`config.mk`:
```
export PLATFORM = sky130hd
export DESIGN_NAME = vp8_segment_quant_filter_params
export DESIGN_NICKNAME = d
export VERILOG_FILES = /design/src/hw/rtl/vp8sq_pkg.sv /design/src/hw/rtl/vp8sq_lf_params.sv /design/src/hw/rtl/vp8_segment_quant_filter_params.sv
export SDC_FILE = /design/constraint.sdc
export NUM_CORES = 1
export LEC_CHECK = 0
export BUFFER_PORTS_ARGS = -buffer_cell sky130_fd_sc_hd__buf_2
export CORE_UTILIZATION = 25
export CTS_CLUSTER_SIZE = 25
export DETAILED_ROUTE_END_ITERATION = 10
export PLACE_DENSITY_LB_ADDON = 0.08
export SYNTH_ARGS = -nofsm -noshare
export SYNTH_HDL_FRONTEND = slang
export SYNTH_SLANG_ARGS = --single-unit
```
`constraint.sdc`:
```
create_clock -name clk -period 6.1 [get_ports clk]
set_input_delay 0.61 -clock clk [delete_from_list [all_inputs] [get_ports clk]]
set_output_delay 0.61 -clock clk [all_outputs]
set_load 0.02 [all_outputs]
```
`src/hw/rtl/vp8sq_pkg.sv`:
```
// ----------------------------------------------------------------------------
// vp8sq_pkg
// Shared tables, constants and types for the VP8 segment quantizer and loop
// filter parameter block.
// ----------------------------------------------------------------------------
package vp8sq_pkg;

    localparam int IDX_W = 7;

    localparam logic [IDX_W-1:0] IDX_MAX        = 7'd127;
    localparam logic [IDX_W-1:0] LUMA_DC_DELTA  = 7'd15;
    localparam logic [IDX_W-1:0] CHROMA_DELTA   = 7'd15;
    localparam logic [7:0]       CHROMA_DC_CAP  = 8'd132;
    localparam logic [8:0]       SECOND_AC_MIN  = 9'd8;
    localparam logic [5:0]       LEVEL_MAX      = 6'd63;
    localparam logic [3:0]       INTERIOR_BASE  = 4'd9;
    localparam logic [2:0]       SHARP_COARSE   = 3'd4;
    localparam logic [5:0]       HEV_HIGH       = 6'd40;
    localparam logic [5:0]       HEV_MID_INTER  = 6'd20;
    localparam logic [5:0]       HEV_LOW        = 6'd15;

    // 31/20 scaling: the quotient by 5 is a multiply by ceil(2^14/5), exact
    // for dividends below 2^14
    localparam logic [11:0]      DIV5_RECIP     = 12'd3277;

    typedef enum logic [1:0] {
        CFG_MIN_QUANT = 2'd0,
        CFG_SHARPNESS = 2'd1
    } cfg_reg_t;

    typedef struct packed {
        logic [5:0] level;
        logic [5:0] interior;
        logic [7:0] mb_edge;
        logic [7:0] sub_edge;
        logic [1:0] hev;
    } lf_params_t;

    localparam logic [7:0] DC_TAB [0:127] = '{
        4, 5, 6, 7, 8, 9, 10, 10, 11, 12, 13, 14, 15, 16, 17,
        17, 18, 19, 20, 20, 21, 21, 22, 22, 23, 23, 24, 25, 25, 26,
        27, 28, 29, 30, 31, 32, 33, 34, 35, 36, 37, 37, 38, 39, 40,
        41, 42, 43, 44, 45, 46, 46, 47, 48, 49, 50, 51, 52, 53, 54,
        55, 56, 57, 58, 59, 60, 61, 62, 63, 64, 65, 66, 67, 68, 69,
        70, 71, 72, 73, 74, 75, 76, 76, 77, 78, 79, 80, 81, 82, 83,
        84, 85, 86, 87, 88, 89, 91, 93, 95, 96, 98, 100, 101, 102, 104,
        106, 108, 110, 112, 114, 116, 118, 122, 124, 126, 128, 130, 132, 134, 136,
        138, 140, 143, 145, 148, 151, 154, 157
    };

    localparam logic [8:0] AC_TAB [0:127] = '{
        4, 5, 6, 7, 8, 9, 10, 11, 12, 13, 14, 15, 16, 17, 18,
        19, 20, 21, 22, 23, 24, 25, 26, 27, 28, 29, 30, 31, 32, 33,
        34, 35, 36, 37, 38, 39, 40, 41, 42, 43, 44, 45, 46, 47, 48,
        49, 50, 51, 52, 53, 54, 55, 56, 57, 58, 60, 62, 64, 66, 68,
        70, 72, 74, 76, 78, 80, 82, 84, 86, 88, 90, 92, 94, 96, 98,
        100, 102, 104, 106, 108, 110, 112, 114, 116, 119, 122, 125, 128, 131, 134,
        137, 140, 143, 146, 149, 152, 155, 158, 161, 164, 167, 170, 173, 177, 181,
        185, 189, 193, 197, 201, 205, 209, 213, 217, 221, 225, 229, 234, 239, 245,
        249, 254, 259, 264, 269, 274, 279, 284
    };

endpackage

```
`src/hw/rtl/vp8sq_lf_params.sv`:
```
// ----------------------------------------------------------------------------
// vp8sq_lf_params
// Loop filter level, interior and edge limits and HEV threshold from the
// luma DC step, the frame type and the sharpness setting.
// ----------------------------------------------------------------------------
module vp8sq_lf_params
    import vp8sq_pkg::*;
#(
    parameter int LEVEL_DIVISOR = 4
)
(
    input  logic [7:0]  luma_dc,
    input  logic        key,
    input  logic [2:0]  sharpness,
    output lf_params_t  params
);

    // a zero divisor behaves as one
    localparam int DIV_EFF     = (LEVEL_DIVISOR > 0) ? LEVEL_DIVISOR : 1;
    localparam int RECIP_SHIFT = 16;
    localparam logic [16:0] LEVEL_RECIP =
        17'(((1 << RECIP_SHIFT) + DIV_EFF - 1) / DIV_EFF);

    logic [24:0] level_prod;
    logic [7:0]  level_quot;
    logic [5:0]  level;
    logic [5:0]  shifted;
    logic [3:0]  cap;
    logic [5:0]  interior;
    logic [1:0]  hev;

    // reciprocal multiply is exact for an 8-bit dividend and divisor up to 16
    assign level_prod = {17'd0, luma_dc} * {8'd0, LEVEL_RECIP};
    assign level_quot = level_prod[RECIP_SHIFT+7:RECIP_SHIFT];
    assign level      = (level_quot > {2'd0, LEVEL_MAX}) ? LEVEL_MAX : level_quot[5:0];

    assign cap = INTERIOR_BASE - {1'b0, sharpness};

    always_comb
    begin
        interior = level;
        shifted  = (sharpness > SHARP_COARSE) ? (level >> 2) : (level >> 1);
        if (sharpness != 3'd0)
        begin
            interior = (shifted > {2'd0, cap}) ? {2'd0, cap} : shifted;
        end
        if (interior == 6'd0)
        begin
            interior = 6'd1;
        end
    end

    always_comb
    begin
        hev = 2'd0;
        if (key)
        begin
            if (level >= HEV_HIGH)
                hev = 2'd2;
            else if (level >= HEV_LOW)
                hev = 2'd1;
        end
        else
        begin
            if (level >= HEV_HIGH)
                hev = 2'd3;
            else if (level >= HEV_MID_INTER)
                hev = 2'd2;
            else if (level >= HEV_LOW)
                hev = 2'd1;
        end
    end

    assign params.level    = level;
    assign params.interior = interior;
    assign params.mb_edge  = {1'b0, level, 1'b0} + 8'd4 + {2'd0, interior};
    assign params.sub_edge = {1'b0, level, 1'b0} + {2'd0, interior};
    assign params.hev      = hev;

endmodule

```
`src/hw/rtl/vp8_segment_quant_filter_params.sv`:
```
// ----------------------------------------------------------------------------
// vp8_segment_quant_filter_params
// Per-segment VP8 dequantization factors and loop filter settings.
//
//   channel   handshake              payload
//   -------   --------------------   ------------------------------------------
//   command   start, busy            is_key, is_altref, last_quant_index,
//                                    altref_quant_index
//   result    done (one cycle)       chosen_index .. hev_thresh
//   config    cfg_wr_en, cfg_index   cfg_data
//
// One segment enters per cycle; busy is always low. Each result passes index
// select and clamp, table lookup, then the reciprocal multiplies and filter
// limits, each registered, before it appears on done.
// Reset clears the configuration registers and the stage valid bits.
// The receiver cannot stall; results are never held.
// ----------------------------------------------------------------------------
module vp8_segment_quant_filter_params
    import vp8sq_pkg::*;
#(
    parameter int LEVEL_DIVISOR = 4
)
(
    input  logic        clk,
    input  logic        rst_n,
    input  logic        cfg_wr_en,
    input  logic [1:0]  cfg_index,
    input  logic [6:0]  cfg_data,
    input  logic        start,
    output logic        busy,
    input  logic        is_key,
    input  logic        is_altref,
    input  logic [6:0]  last_quant_index,
    input  logic [6:0]  altref_quant_index,
    output logic        done,
    output logic [6:0]  chosen_index,
    output logic [8:0]  luma_ac_step,
    output logic [7:0]  luma_dc_step,
    output logic [8:0]  second_dc_step,
    output logic [8:0]  second_ac_step,
    output logic [7:0]  chroma_dc_step,
    output logic [8:0]  chroma_ac_step,
    output logic [5:0]  filter_level,
    output logic [5:0]  inner_limit,
    output logic [7:0]  mb_edge_limit,
    output logic [7:0]  sub_edge_limit,
    output logic [1:0]  hev_thresh
);

    logic [6:0] min_quant_reg;
    logic [2:0] sharpness_reg;

    logic       accept;
    logic [6:0] idx_next;
    logic [7:0] ydc_sum;
    logic [6:0] ydc_idx_next;
    logic [6:0] uv_idx_next;

    logic       s1_valid_reg;
    logic       s1_key_reg;
    logic [6:0] s1_idx_reg;
    logic [6:0] s1_ydc_idx_reg;
    logic [6:0] s1_uv_idx_reg;

    logic       s2_valid_reg;
    logic       s2_key_reg;
    logic [6:0] s2_idx_reg;
    logic [8:0] s2_yac_reg;
    logic [7:0] s2_ydc_reg;
    logic [8:0] s2_y2dc_reg;
    logic [7:0] s2_uvdc_reg;
    logic [8:0] s2_uvac_reg;

    logic [7:0]  uvdc_raw;
    logic [13:0] yac_x31;
    logic [11:0] yac_quarter;
    logic [23:0] y2ac_prod;
    logic [8:0]  y2ac_quot;
    logic [8:0]  y2ac_next;
    lf_params_t  lf;

    logic       done_reg;

    assign busy   = 1'b0;
    assign accept = start && !busy;

    // configuration registers
    always_ff @(posedge clk or negedge rst_n)
    begin
        if (!rst_n)
        begin
            min_quant_reg <= '0;
            sharpness_reg <= '0;
        end
        else if (cfg_wr_en)
        begin
            unique case (cfg_reg_t'(cfg_index))
                CFG_MIN_QUANT: min_quant_reg <= cfg_data;
                CFG_SHARPNESS: sharpness_reg <= cfg_data[2:0];
                default:       ;
            endcase
        end
    end

    // stage 1: pick the index and clamp the adjusted ones
    assign idx_next     = is_key ? min_quant_reg
                                 : (is_altref ? altref_quant_index : last_quant_index);
    assign ydc_sum      = {1'b0, idx_next} + {1'b0, LUMA_DC_DELTA};
    assign ydc_idx_next = (ydc_sum > {1'b0, IDX_MAX}) ? IDX_MAX : ydc_sum[6:0];
    assign uv_idx_next  = is_key ? idx_next
                        : ((idx_next < CHROMA_DELTA) ? 7'd0 : idx_next - CHROMA_DELTA);

    always_ff @(posedge clk or negedge rst_n)
    begin
        if (!rst_n)
            s1_valid_reg <= 1'b0;
        else
            s1_valid_reg <= accept;
    end

    always_ff @(posedge clk)
    begin
        if (accept)
        begin
            s1_key_reg     <= is_key;
            s1_idx_reg     <= idx_next;
            s1_ydc_idx_reg <= ydc_idx_next;
            s1_uv_idx_reg  <= uv_idx_next;
        end
    end

    // stage 2: table lookups, with the chroma DC cap and the doubled Y2 DC step
    assign uvdc_raw = DC_TAB[s1_uv_idx_reg];

    always_ff @(posedge clk or negedge rst_n)
    begin
        if (!rst_n)
            s2_valid_reg <= 1'b0;
        else
            s2_valid_reg <= s1_valid_reg;
    end

    always_ff @(posedge clk)
    begin
        if (s1_valid_reg)
        begin
            s2_key_reg  <= s1_key_reg;
            s2_idx_reg  <= s1_idx_reg;
            s2_yac_reg  <= AC_TAB[s1_idx_reg];
            s2_ydc_reg  <= DC_TAB[s1_ydc_idx_reg];
            s2_y2dc_reg <= {DC_TAB[s1_idx_reg], 1'b0};
            s2_uvdc_reg <= (uvdc_raw > CHROMA_DC_CAP) ? CHROMA_DC_CAP : uvdc_raw;
            s2_uvac_reg <= AC_TAB[s1_uv_idx_reg];
        end
    end

    // stage 3: 31/20 scaling as x31, drop two bits, then divide by 5
    assign yac_x31     = {s2_yac_reg, 5'd0} - {5'd0, s2_yac_reg};
    assign yac_quarter = yac_x31[13:2];
    assign y2ac_prod   = {12'd0, yac_quarter} * {12'd0, DIV5_RECIP};
    assign y2ac_quot   = y2ac_prod[22:14];
    assign y2ac_next   = (y2ac_quot < SECOND_AC_MIN) ? SECOND_AC_MIN : y2ac_quot;

    vp8sq_lf_params #(
        .LEVEL_DIVISOR (LEVEL_DIVISOR)
    ) u_lf_params (
        .luma_dc   (s2_ydc_reg),
        .key       (s2_key_reg),
        .sharpness (sharpness_reg),
        .params    (lf)
    );

    always_ff @(posedge clk or negedge rst_n)
    begin
        if (!rst_n)
            done_reg <= 1'b0;
        else
            done_reg <= s2_valid_reg;
    end

    always_ff @(posedge clk)
    begin
        if (s2_valid_reg)
        begin
            chosen_index   <= s2_idx_reg;
            luma_ac_step   <= s2_yac_reg;
            luma_dc_step   <= s2_ydc_reg;
            second_dc_step <= s2_y2dc_reg;
            second_ac_step <= y2ac_next;
            chroma_dc_step <= s2_uvdc_reg;
            chroma_ac_step <= s2_uvac_reg;
            filter_level   <= lf.level;
            inner_limit    <= lf.interior;
            mb_edge_limit  <= lf.mb_edge;
            sub_edge_limit <= lf.sub_edge;
            hev_thresh     <= lf.hev;
        end
    end

    assign done = done_reg;

    // every result beat traces back to an accepted start beat through the stage registers
    a_done_latency: assert property (@(posedge clk) disable iff (!rst_n)
        done |-> $past(start && !busy, 3))
        else $error("result beat without matching start beat");

    a_edge_gap: assert property (@(posedge clk) disable iff (!rst_n)
        done |-> (mb_edge_limit == sub_edge_limit + 8'd4))
        else $error("edge limits inconsistent");

    a_interior_nonzero: assert property (@(posedge clk) disable iff (!rst_n)
        done |-> (inner_limit != 6'd0))
        else $error("interior limit is zero");

    a_second_ac_floor: assert property (@(posedge clk) disable iff (!rst_n)
        done |-> (second_ac_step >= SECOND_AC_MIN))
        else $error("Y2 AC step below floor");

endmodule
```
Word-level counts from Yosys, hierarchy flattened:

Memories as Yosys holds them, arrays and structs flattened. A register that Yosys moved wholly into a read port is not among the register bits.
Index checks and enable logic that the tools add are counted.

* register bits: 139
* bits in writable memories: 0
* ROM bits: 5376
* output and inout bits: 91
* logic and storage cells: 73
* memories kept: 5
* bits in latches: 0

* reductions and logical operators: 5
* multiplexer cells: 16
* divide/modulo/power cells: 0
* multipliers: 1
* bitwise logic cells: 3
* shifts and indexed selects: 0
* equal/unequal tests: 1
* $lt $le $gt $ge: 11
* $add $sub $neg: 7

Memories
* (no name shown): words 128, width 9, rd ports 1, clocked after Yosys merged registers in 1, wr ports 0, RTL line vp8_segment_quant_filter_params.sv:153 `s2_uvac_reg <= AC_TAB[s1_uv_idx_reg];`
* (no name shown): words 128, width 9, rd ports 1, clocked after Yosys merged registers in 1, wr ports 0, RTL line vp8_segment_quant_filter_params.sv:149 `s2_yac_reg <= AC_TAB[s1_idx_reg];`
* (no name shown): words 128, width 8, rd ports 1, clocked after Yosys merged registers in 1, wr ports 0, RTL line vp8_segment_quant_filter_params.sv:151 `s2_y2dc_reg <= {DC_TAB[s1_idx_reg], 1'b0};`
* (no name shown): words 128, width 8, rd ports 1, clocked after Yosys merged registers in 1, wr ports 0, RTL line vp8_segment_quant_filter_params.sv:150 `s2_ydc_reg <= DC_TAB[s1_ydc_idx_reg];`
* (no name shown): words 128, width 8, rd ports 1, clocked after Yosys merged registers in 0, wr ports 0, RTL line vp8_segment_quant_filter_params.sv:133 `assign uvdc_raw = DC_TAB[s1_uv_idx_reg];`

Operators by type and width (number)
* two-way mux 7 bit: 4
* two-way mux 6 bit: 4
* inverter 7 -> 8 bit: 3
* multiplier 12 x 12 -> 23 bit, second input constant: 1
* two-way mux 8 bit: 2
* subtractor 14 x 9 -> 14 bit: 1
* < comparator 9 x 4 -> 1 bit, second input constant: 1
* adder 7 x 3 -> 8 bit, second input constant: 1
* adder 7 x 4 -> 8 bit, second input constant: 1
* adder 7 x 6 -> 8 bit: 1
* adder 8 x 6 -> 8 bit: 1
* >= comparator 8 bit, second input constant: 1
* greater-than comparator 8 x 7 -> 1 bit, second input constant: 1
* greater-than comparator 8 bit, second input constant: 1
* two-way mux 2 bit: 4
* < comparator 7 x 4 -> 1 bit, second input constant: 1
* subtractor 7 x 4 -> 7 bit, second input constant: 1
* >= comparator 6 x 4 -> 1 bit, second input constant: 1
* >= comparator 6 x 5 -> 1 bit, second input constant: 1
* >= comparator 6 bit, second input constant: 1
* greater-than comparator 6 x 4 -> 1 bit: 1
* greater-than comparator 6 bit, second input constant: 1
* zero test 6 bit: 1
* two-way mux 5 bit: 1
* other kinds (7): 8

Depth between registers and ports, before layout:

* depth after elaboration: 9
* mapped depth: 26
* mapped depth without buffers: 26

Cells and area by module:

From an unflattened synthesis, not the netlist that was laid out.

* cell total of the unflattened synthesis: 1448
* area total of the unflattened synthesis: 14071.0 µm²

Modules (own cells, without submodules)
* vp8_segment_quant_filter_params: times used 1, area each 13156.4 µm², cells an instance 1325
* vp8sq_lf_params: times used 1, area each 914.6 µm², cells an instance 123

Worst setup path before layout:

OpenSTA, ideal clock, no wires.

* path type: reg2reg
* start: register s2_yac_reg[0]
* end: register second_ac_step[1], data pin
* stages on the path, launching flop included: 24
* setup slack: -0.474 ns
* arrival time: 6.303 ns
* library setup time: 0.271 ns
* path buffers: 0
* cells stage by stage: edfxtp_1 ha_1 nor2b_1 a21o_1 a21oi_2 o21bai_2 a21oi_1 xnor2_2 inv_1 ha_1 inv_1 fa_1 inv_1 fa_1 fa_1 fa_1 ha_1 nand2_2 or3_1 a2111o_1 a31oi_1 o2111ai_1 nor4_2 nor3_1

* word-level cells in the longest chain between the ends: 3

Ends and longest elaborated chain
* start: declaration: RTL line vp8_segment_quant_filter_params.sv:68 `logic [8:0] s2_yac_reg;`
* subtractor 14 x 9 -> 14 bit (*): RTL line vp8_segment_quant_filter_params.sv:158 `assign yac_x31 = {s2_yac_reg, 5'd0} - {5'd0, s2_yac_reg};`
* multiplier 12 x 12 -> 23 bit (*): RTL line vp8_segment_quant_filter_params.sv:160 `assign y2ac_prod = {12'd0, yac_quarter} * {12'd0, DIV5_RECIP};`
* < comparator 9 x 4 -> 1 bit: RTL line vp8_segment_quant_filter_params.sv:162 `assign y2ac_next = (y2ac_quot < SECOND_AC_MIN) ? SECOND_AC_MIN : y2ac_quot;`
* end signal: assignment: RTL line vp8_segment_quant_filter_params.sv:189 `second_ac_step <= y2ac_next;`
* end: declaration: RTL line vp8_segment_quant_filter_params.sv:40 `output logic [8:0] second_ac_step,`

Every way passes the cells marked *; elsewhere a longest branch is shown, timed or not.
A chain may end at the register's enable or synchronous reset.

Final worst setup path:

* start: register s2_yac_reg[5]
* end: register second_ac_step[0], data pin

The elaborated chain is that of the path after synthesis.

==> summary.txt <==
Run status
  – Status: complete, but fails checks
  – Failing checks: negative setup slack

Worst setup path
  – Worst path most repeated cell: fa_1
  – Startpoint Class: flip-flop
  – Delay-heaviest family, CP: adder cells
  – Setup CP Type: reg2reg
  – Worst Path Arrival: between 6 and 7 ns
  – Crit path buf inv count: 5
  – CP max stage cell: fa_1
  – Setup crit end kind: flip-flop
  – Max FO, Critical Path: 4
  – Crit path required time: roughly 6.3 ns
  – CP peak stage delay: approximately 0.54 ns

Route
  – Detailed Route WL: 39,800 um
  – Via density: about 4.7
  – Routed vias: 10,900
  – Drt initial violations: about 660
  – Remaining DRCs: 0
  – Drt first pass iters: 5
  – Wire per inst: 17.0 um
  – Routed Antenna Nets: 0

Placed design
  – Gpl congestion: approximately 0.77
  – Final HPWL DP: about 30,000 um
  – Port Buffers: between 100 and 150
  – Dpl cells: roughly 2,300

Logic synthesis
  – Top cells by count, synth: edfxtp_1, inv_1, ha_1
  – Syn Inst Count: 1,436
  – Seq/Total Area, Yosys: between 30% and 40%
  – Asr flop ratio synth: ~7.6%
  – Number of flops mapped to enable cells by yosys: about 160
  – Post-Syn Area: between 10,000 and 15,000 um^2
  – Yosys reg bits: 170
  – Top post-synthesis cells by area: edfxtp_1, ha_1, fa_1
  – Post-synth cell types: 82
  – Ys Warns: 0
  – Most common cell in the synthesized netlist: edfxtp_1
  – Yosys top cell by area: edfxtp_1
  – Synth Area per Inst: between 9 and 10 um^2
  – Post-synth top area share: 34.0%
  – Top_reg_cell synth: edfxtp_1

Final layout
  – Multi-input gate area in the final layout: between 8000 and 9000 um^2
  – Ant. Diodes: 0
  – Fin cells: 2,337
  – Post-Route Utilization: between 30% and 40%
  – Layout Nets: roughly 1,800
  – Layout area overhead: 20.2%
  – Fillcell total: roughly 5,800
  – Share of cells above drive strength 1: 21.2%
  – Reg area: about 5000 um^2

Global route
  – Initial antenna violation count: 1
  – Global-route wire length before repair: about 63,000 um
  – Vias in the first global route: roughly 11,000
  – Total Routing Usage GR: between 10% and 20%
  – Gr ovfl total: 0
  – Largest net degree at the start of global routing: 57

Floorplanning
  – CORE AREA: roughly 54,000 um^2
  – Io pins: between 100 and 150
  – Die H: 237 um
  – Die area: 56,400 um^2
  – Cell Rows: 85
  – Width of the chip: between 200 and 250 um
  – Initial Util: 25.5%

Timing
  – Worst setup margin: -0.0557 ns
  – Final worst path period need: 6.16 ns
  – Period utilization: 101%
  – Slew headroom: 26.5%
  – Final setup viols: 3
  – Worst slew pin tran: roughly 1.1 ns
  – Slew Limit Fails: 0
  – Hold Fails Final Rpt: 0
  – RSZ-0062 raised after global routing: true
  – Fmax: approximately 160 MHz
  – Layout Skew: between 0.009 and 0.01 ns

CTS
  – Reg clk slew, reported paths: 0.07 ns
  – H-tree levels: 4
  – CTS max path bufs: 2
  – Clk sinks: 170
  – Clock latency on the worst-skew pair: 0.48 ns
  – CTS Buf Count: 17
  – CTS Root Cell: clkbuf_16
  – CTS tree: built

Hold path
  – HP Class: in2reg

Job
  – Max_cap viols: 0
==> through the flow <==
stage	setup WS, ns	hold WS [ns]	TNS, ns	cell area [um^2]
after floorplan	-0.0698	0.314	-0.199	14000
after global routing	-0.318	0.316	-1.17	16700
after global placement	-0.204	0.403	-0.703	15800
after CTS	-0.160	0.300	-0.625	16500
final	-0.0557	0.359	-0.149	16700
after detailed placement	-0.253	0.405	-0.919	15800
==> kinds of logic after synthesis <==
family / share of synthesized area (%)
AND/OR/NAND/NOR: 11.9
adder cells (fa/ha/maj): 18.6
flip-flops: 36.4
AO/OA/AOI/OAI: 18.1
other: 0.0271
XOR/XNOR: 2.88
buffers and inverters: 6.93
multiplexers: 5.14
==> final timing paths <==
check | endpoint | start | slack [ns] | depth (start not counted)
min in group asynchronous | min_quant_reg[1] | rst_n | 0.54 | 2
worst min-delay path | min_quant_reg[5] | cfg_data[5] | 0.36 | 2
worst max-delay path | second_ac_step[0] | s2_yac_reg[5] | -0.06 | 25
worst min register to register | chroma_ac_step[4] | s2_uvac_reg[4] | 0.42 | 0
worst max register to register | second_ac_step[0] | s2_yac_reg[5] | -0.06 | 25
max in group asynchronous | s2_valid_reg | rst_n | 5.30 | 2
==> per-layer routing <==
layer  wire [um]  track usage, %  vias up  part of all wire, %
met1       19500            20.3     5300                   49
met3        1310            3.10       27                  3.3
li1            -               -     5459                    -
met5           0               0        -                    0
met2       18400            22.3      159                   46
met4         605            4.28        0                  1.5
==> cell usage in the layout, fill, tap and decap left out, types with 18 or more instances in the layout <==
cell type and n:
a211oi_1 21, a21oi_1 103, buf_2 117, buf_4 101, edfxtp_1 157, fa_1 42
ha_1 133, inv_1 142, mux2i_1 25, nand2_1 110, nand3_1 31, nor2_1 95
nor2b_1 18, nor3_1 19, o211ai_1 23, o21ai_0 103, xnor2_1 26
==> what timing repair did <==
action,CTS,global route
buffers inserted,5,3
hold buffers,1,0
endpoints found under the hold margin,13,0
setup endpoints to repair,4,8
pin swaps,8,11
gates resized for setup,3,19
==> layout make-up <==
cell class | count | share of cell area [%]
repair buffers | 222 | 8.38
inverters | 153 | 3.45
well taps | 739 | 5.55
flip-flops and latches | 170 | 30.3
multi-input cells | 1021 | 48.6
clock buffers | 17 | 2.55
clock inverters | 15 | 1.20
Power is not shown: default switching activity piles up to over one toggle a cycle in this logic, so the estimate is an artifact.
